## src/rtl/rte_pkg.sv

```systemverilog
// ----------------------------------------------------------------------------
// rte_pkg
// Shared types, constants and the arctangent table for the rotation to Euler
// angle pipeline.
// ----------------------------------------------------------------------------
package rte_pkg;

  localparam int ANGLE_FRAC_BITS = 8;
  localparam int TABLE_FRAC      = 24;
  localparam int CORDIC_STEPS    = 26;
  localparam int SQRT_STEPS      = 32;
  localparam int NUM_W           = 41;
  localparam int CW              = 62;
  localparam int ZW              = 33;
  localparam int NORM_MSB        = 58;
  localparam int ATAN_LAT        = CORDIC_STEPS + 4;
  localparam int ANGLE_LIMIT     = 90 << ANGLE_FRAC_BITS;

  typedef struct packed {
    logic signed [15:0] m_row0_col0;
    logic signed [15:0] m_row0_col1;
    logic signed [15:0] m_row0_col2;
    logic signed [15:0] m_row1_col0;
    logic signed [15:0] m_row1_col1;
    logic signed [15:0] m_row1_col2;
    logic signed [15:0] m_row2_col0;
  } in_item_t;

  typedef struct packed {
    logic signed [15:0] yaw_deg;
    logic signed [15:0] pitch_deg;
    logic signed [15:0] roll_deg;
  } out_item_t;

  // atan(2^-i) in units of 2^-24 degree
  function automatic logic signed [ZW-1:0] atan_entry(input int unsigned i);
    logic signed [ZW-1:0] v;
    case (i)
      0:  v = 33'sd754974720;
      1:  v = 33'sd445687602;
      2:  v = 33'sd235489088;
      3:  v = 33'sd119537938;
      4:  v = 33'sd60000934;
      5:  v = 33'sd30029717;
      6:  v = 33'sd15018523;
      7:  v = 33'sd7509720;
      8:  v = 33'sd3754917;
      9:  v = 33'sd1877466;
      10: v = 33'sd938734;
      11: v = 33'sd469367;
      12: v = 33'sd234684;
      13: v = 33'sd117342;
      14: v = 33'sd58671;
      15: v = 33'sd29335;
      16: v = 33'sd14668;
      17: v = 33'sd7334;
      18: v = 33'sd3667;
      19: v = 33'sd1833;
      20: v = 33'sd917;
      21: v = 33'sd458;
      22: v = 33'sd229;
      23: v = 33'sd115;
      24: v = 33'sd57;
      25: v = 33'sd29;
      default: v = '0;
    endcase
    return v;
  endfunction

endpackage

```

## src/rtl/rte_isqrt.sv

```systemverilog
// ----------------------------------------------------------------------------
// rte_isqrt
// Pipelined integer square root of (sum << 32), one result bit per stage.
// ----------------------------------------------------------------------------
module rte_isqrt
  import rte_pkg::*;
(
  input  logic        clk,
  input  logic        en,
  input  logic [31:0] sum_i,
  output logic [31:0] root_o
);

  logic [63:0] v_r [SQRT_STEPS];
  logic [63:0] q_r [SQRT_STEPS];

  for (genvar k = 0; k < SQRT_STEPS; k++) begin : g_stage
    logic [63:0] v_in, q_in, v_nxt, q_nxt, bitv;
    logic [64:0] trial;

    always_comb begin
      v_in  = (k == 0) ? {sum_i, 32'd0} : v_r[(k == 0) ? 0 : k - 1];
      q_in  = (k == 0) ? 64'd0 : q_r[(k == 0) ? 0 : k - 1];
      bitv  = 64'd1 << (62 - 2 * k);
      trial = {1'b0, q_in} + {1'b0, bitv};
      if ({1'b0, v_in} >= trial) begin
        v_nxt = v_in - trial[63:0];
        q_nxt = (q_in >> 1) + bitv;
      end else begin
        v_nxt = v_in;
        q_nxt = q_in >> 1;
      end
    end

    always_ff @(posedge clk) begin
      if (en) begin
        v_r[k] <= v_nxt;
        q_r[k] <= q_nxt;
      end
    end
  end

  assign root_o = q_r[SQRT_STEPS-1][31:0];

endmodule

```

## config.mk

```make
export PLATFORM = sky130hd
export DESIGN_NAME = rte_isqrt
export DESIGN_NICKNAME = d
export VERILOG_FILES = /design/src/rtl/rte_pkg.sv /design/src/rtl/rte_isqrt.sv
export SDC_FILE = /design/constraint.sdc
export NUM_CORES = 2
export LEC_CHECK = 0
export BUFFER_PORTS_ARGS = -buffer_cell sky130_fd_sc_hd__buf_2
export CORE_MARGIN = 4
export CORE_UTILIZATION = 50
export CTS_CLUSTER_SIZE = 28
export DETAILED_ROUTE_END_ITERATION = 10
export PLACE_DENSITY = 0.68
export SYNTH_ARGS = -nofsm -noshare
export SYNTH_HDL_FRONTEND = slang
export SYNTH_SLANG_ARGS = --single-unit
```

## constraint.sdc

```tcl
create_clock -name clk -period 4.4 [get_ports clk]
set_input_delay 0.66 -clock clk [delete_from_list [all_inputs] [get_ports clk]]
set_output_delay 0.66 -clock clk [all_outputs]
set_load 0.02 [all_outputs]
```

### Word level (Yosys, flattened, before mapping)

Memory sizes are Yosys's and may differ from the RTL's.
Index checks and enable logic that the tools add are counted.

| word-level totals | value |
|---|---|
| flip-flop bits (word level) | 0 |
| memory bits (writable) | 4,096 |
| bits of input ports | 34 |
| output and inout port bits | 32 |
| word-level logic and storage cells | 194 |
| memories | 2 |

Memories:

| memory | depth | width | read ports | clocked after Yosys merged registers in | wr ports | RTL line | text |
|---|---|---|---|---|---|---|---|
| q_r | 32 | 64 | 32 | 0 | 32 | rte_isqrt.sv:15 | `logic [63:0] q_r [SQRT_STEPS];` |
| v_r | 32 | 64 | 31 | 0 | 32 | rte_isqrt.sv:14 | `logic [63:0] v_r [SQRT_STEPS];` |

| cells by class | value |
|---|---|
| add/subtract/negate cells | 94 |
| order comparisons | 32 |
| multiplexer cells | 66 |

Operators with widths:

| cell | count |
|---|---|
| 64-bit 2-to-1 mux | 63 |
| 64-bit by 65-bit greater-or-equal comparator with 1-bit output | 31 |
| 64-bit subtractor | 31 |
| 64-bit by 1-bit adder with 65-bit output, second input constant | 1 |
| 64-bit by 11-bit adder with 65-bit output, second input constant | 1 |
| 64-bit by 13-bit adder with 65-bit output, second input constant | 1 |
| 64-bit by 15-bit adder with 65-bit output, second input constant | 1 |
| 64-bit by 17-bit adder with 65-bit output, second input constant | 1 |
| 64-bit by 19-bit adder with 65-bit output, second input constant | 1 |
| 64-bit by 21-bit adder with 65-bit output, second input constant | 1 |
| 64-bit by 23-bit adder with 65-bit output, second input constant | 1 |
| 64-bit by 25-bit adder with 65-bit output, second input constant | 1 |
| 64-bit by 27-bit adder with 65-bit output, second input constant | 1 |
| 64-bit by 29-bit adder with 65-bit output, second input constant | 1 |
| 64-bit by 3-bit adder with 65-bit output, second input constant | 1 |
| 64-bit by 31-bit adder with 65-bit output, second input constant | 1 |
| 64-bit by 33-bit adder with 65-bit output, second input constant | 1 |
| 64-bit by 35-bit adder with 65-bit output, second input constant | 1 |
| 64-bit by 37-bit adder with 65-bit output, second input constant | 1 |
| 64-bit by 39-bit adder with 65-bit output, second input constant | 1 |
| 64-bit by 41-bit adder with 65-bit output, second input constant | 1 |
| 64-bit by 43-bit adder with 65-bit output, second input constant | 1 |
| 64-bit by 45-bit adder with 65-bit output, second input constant | 1 |
| 64-bit by 47-bit adder with 65-bit output, second input constant | 1 |
| 45 further kinds | 46 |

### Depth between registers and ports, before layout

An unclocked memory read counts as a cell.

| logic depth | value |
|---|---|
| word-level depth | 4 |
| gate-level depth with buffers | 14 |
| depth with buffers taken out | 13 |

### Worst setup path before layout

No wires, ideal clock.

| timing | value |
|---|---|
| path kind | reg-to-reg |
| from | memory v_r[18][26] (netlist: v_r[1][154]) |
| to | memory v_r[19][50] (netlist: v_r[1][242]) (data pin) |
| library setup time | 0.273 ns |
| data arrival time | 3.377 ns |
| required time | 4.127 ns |
| path slack | 0.751 ns |
| cell stages (with the launch flop) | 13 |
| cell sequence | edfxtp_1 ha_1 fa_1 a211oi_1 o21ai_0 a211oi_1 a21oi_1 a41oi_1 o311ai_0 or4_1 clkbuf_1 nor4b_1 xor2_1 |

RTL lines:

| element | RTL line |
|---|---|
| start: declaration | rte_isqrt.sv:14 |

==> run summary <==
core footprint: 186000 um2
worst vdd ir: 0.504 mV
Setup CP Type: reg -> reg
FF-to-FF setup slack: 0.26 ns
library cells used by synthesis: 90
Worst EP required: 4.96 ns
Yosys reg bits: 1745
placed instance count: 10.8k
Clock Skews: 0.0822 ns
CP max FO: 4
Ports: 66
port buffer count: 65
Num CTS Buffers: 184
pin count of the biggest net entering global routing: 194
outcome: complete, no violations
unrepaired setup endpoints after global routing: false
vias in the first global route: 64.0k
Pre-antenna DRT Iters: 6
final hold vios: 0
synth warn: 0
GRT Util Overall: 0.209
Starting Density: 0.505
crit path DAT: 4.70 ns
P&R area growth vs syn: 11.4%
Max Transition Viols Final: 0
Die W: 442 um
post-synthesis cell area: 94100 um2
most common cell after layout, fill and taps aside: edfxtp_1
gr ovfl total: 0
Pleak: 40.1 nW
fmax: 0.241 GHz
detail-routed via count per cell: 5.72
hold slack final: 0.183 ns
initial antenna violation count: 1
Worst Setup SP: v_r[1][154]$_SDFFCE_PP0P_
Post-synth EDFFs: 1745
drc violations: 0
global-route wire length before repair: 334000 um
post-CTS sizing: 0
post-synthesis sequential area ratio: 0.557
Setup TNS: 0 ns
Critical Path, Cell by Cell: ha_1 -> fa_1 -> a211oi_1 -> o21ai_0 -> a211oi_1 -> buf_4 -> a21oi_1 -> a41oi_1 -> o311ai_0 -> or4_1 -> buf_4 -> nor4_1 -> xor2_1
worst reg2reg startpoint: v_r[1][154]$_SDFFCE_PP0P_
CTS root buf: clkbuf_16
end of the critical path: v_r[1][246]$_DFFE_PP_
synthesized net count: 8901
H-tree depth: 4
Slew HR: 0.182
critical path's slowest cell: or4_1
final wirelength: 209000 um
Worst-Margin Slew: 1.22 ns
GPL Wtd Cong: 0.969
ys flop type: edfxtp_1
Mapped Cells: 8325
DRT iter0 DRCs: 4524
power density over the cells: 501 nW/um2
most frequent cells in the layout: edfxtp_1, nand2_1, inv_1
Die H: 442 um
FF-to-FF path depth: 13
# clock sinks: 1745
num rows: 158
Largest stage delay, worst path: 0.47 ns
hpwl dp: 157000 um
routed length per instance: 18.7 um
type of element launching the critical path: flip-flop
vias: 64.1k
Longest Clk Path Bufs: 3
maxcap violations: 0
Antenna Nets Post-Route: 0
nets: 9143
clk_lat worst skew: 0.83 ns
Final min period: 4.14 ns
Synth async-reset ratio: 0
critical path capture point type: flip-flop
CTS tree: yes
Worst-path clk slew: 0.06 ns
fin crit share: 0.942
reg2reg end: v_r[1][246]$_DFFE_PP_
share of layout cells above drive strength 1: 0.0695
non-filler cells, final: 11.2k
Die Footprint: 195000 um2
syn_area_per_cell: 11.3 um2
hold crit path type: in -> reg
Final setup viols: 0
==> kinds of logic after synthesis <==
family | after synthesis | synth area share
mux | 40 | 0.00470
fa+ha+maj | 542 | 0.0733
simple gates | 2524 | 0.135
buf+inv | 853 | 0.0345
compound gates | 1811 | 0.120
xor+xnor | 810 | 0.0754
flops | 1745 | 0.557
==> worst min-delay path by stage <==
stage / cells after the start / slack [ns] / from / to
global placement: 0 / 0.43 / v_r[0][679]$_DFFE_PP_ / v_r[0][743]$_DFFE_PP_
floorplan: 0 / 0.42 / v_r[0][240]$_DFFE_PP_ / v_r[0][304]$_DFFE_PP_
global route: 3 / 0.13 / sum_i[31] / v_r[0][63]$_DFFE_PP_
detailed placement: 0 / 0.43 / q_r[1][33]$_DFFE_PP_ / q_r[1][96]$_DFFE_PP_
finish: 3 / 0.18 / sum_i[31] / v_r[0][63]$_DFFE_PP_
CTS: 3 / 0.10 / sum_i[31] / v_r[0][63]$_DFFE_PP_
==> synth_stat cells, types with 54 or more instances <==
cell type,number,share of area
nor3_1,240,0.013
o31ai_1,60,0.0048
a21oi_1,495,0.026
o21bai_1,54,0.0043
nand3_1,141,0.0075
nor2b_1,66,0.0044
nor2_1,539,0.022
ha_1,527,0.070
clkbuf_1,149,0.0059
nand2b_1,105,0.0070
o21a_1,90,0.0072
edfxtp_1,1745,0.56
nand4_1,105,0.0070
nand2_1,705,0.028
xor2_1,420,0.039
or4_1,65,0.0052
o21ai_0,502,0.027
inv_1,670,0.027
nor4_1,186,0.012
xnor2_1,390,0.036
a21o_1,226,0.018
a211oi_1,69,0.0055
or3_1,94,0.0063
==> layout make-up <==
type / count / area [um2]
Sequential cell: 1745 / 52400
Inverter: 676 / 2540
Fill cell: 15300 / 81500
Timing Repair Buffer: 233 / 1880
Clock inverter: 131 / 1630
Antenna cell: 1 / 2.50
Tap cell: 2480 / 3100
Clock buffer: 213 / 4710
Multi-Input combinational cell: 5727 / 38500
==> flip-flops by register name (all words and copies together) (netlist names) <==
signal and cells:
v_r 1217, q_r 528
==> where the power goes <==
part / total, mW / switching (mW) / leakage [nW] / internal (mW)
Sequential: 23.5 / 1.96 / 16.5 / 21.6
Combinational: 13.0 / 7.62 / 20.6 / 5.40
Clock: 16.0 / 6.62 / 3.03 / 9.35
Total: 52.5 / 16.2 / 40.1 / 36.3
==> routing by layer <==
metal | GRT usage | part of all wire
met5 | 0 | 0
met4 | 0.0875 | 0.042
met3 | 0.0285 | 0.043
met2 | 0.386 | 0.52
met1 | 0.243 | 0.40
==> metrics by stage <==
| step | instance area (um2) | setup WS, ns | power [mW] | util |
|---|---|---|---|---|
| floorplan | 94100 | 0.751 | 32.6 | - |
| global placement | 98100 | 0.333 | 36.3 | 0.527 |
| detailed placement | 98100 | 0.331 | 36.6 | 0.527 |
| CTS | 105000 | 0.298 | 52.7 | 0.563 |
| global route | 105000 | 0.0280 | 55.3 | 0.563 |
| finish | 105000 | 0.255 | 52.5 | 0.563 |
==> repair_timing <==
action | CTS | global route
setup buffers | 0 | 0
endpoints found under the hold margin | 30 | 0
hold buffers | 30 | 0
==> critical path: cells and delay by family, from the launching register on <==
family	cells	cell delay, ns
AOI/OAI and AO/OA	6	1.63
DFF	1	0.40
buffers and inverters	2	0.36
and+or+nand+nor	2	0.70
adders and majority gates	2	0.68
xor gates and xnor gates	1	0.11
No activity file was read; power rests on OpenSTA's default activity.
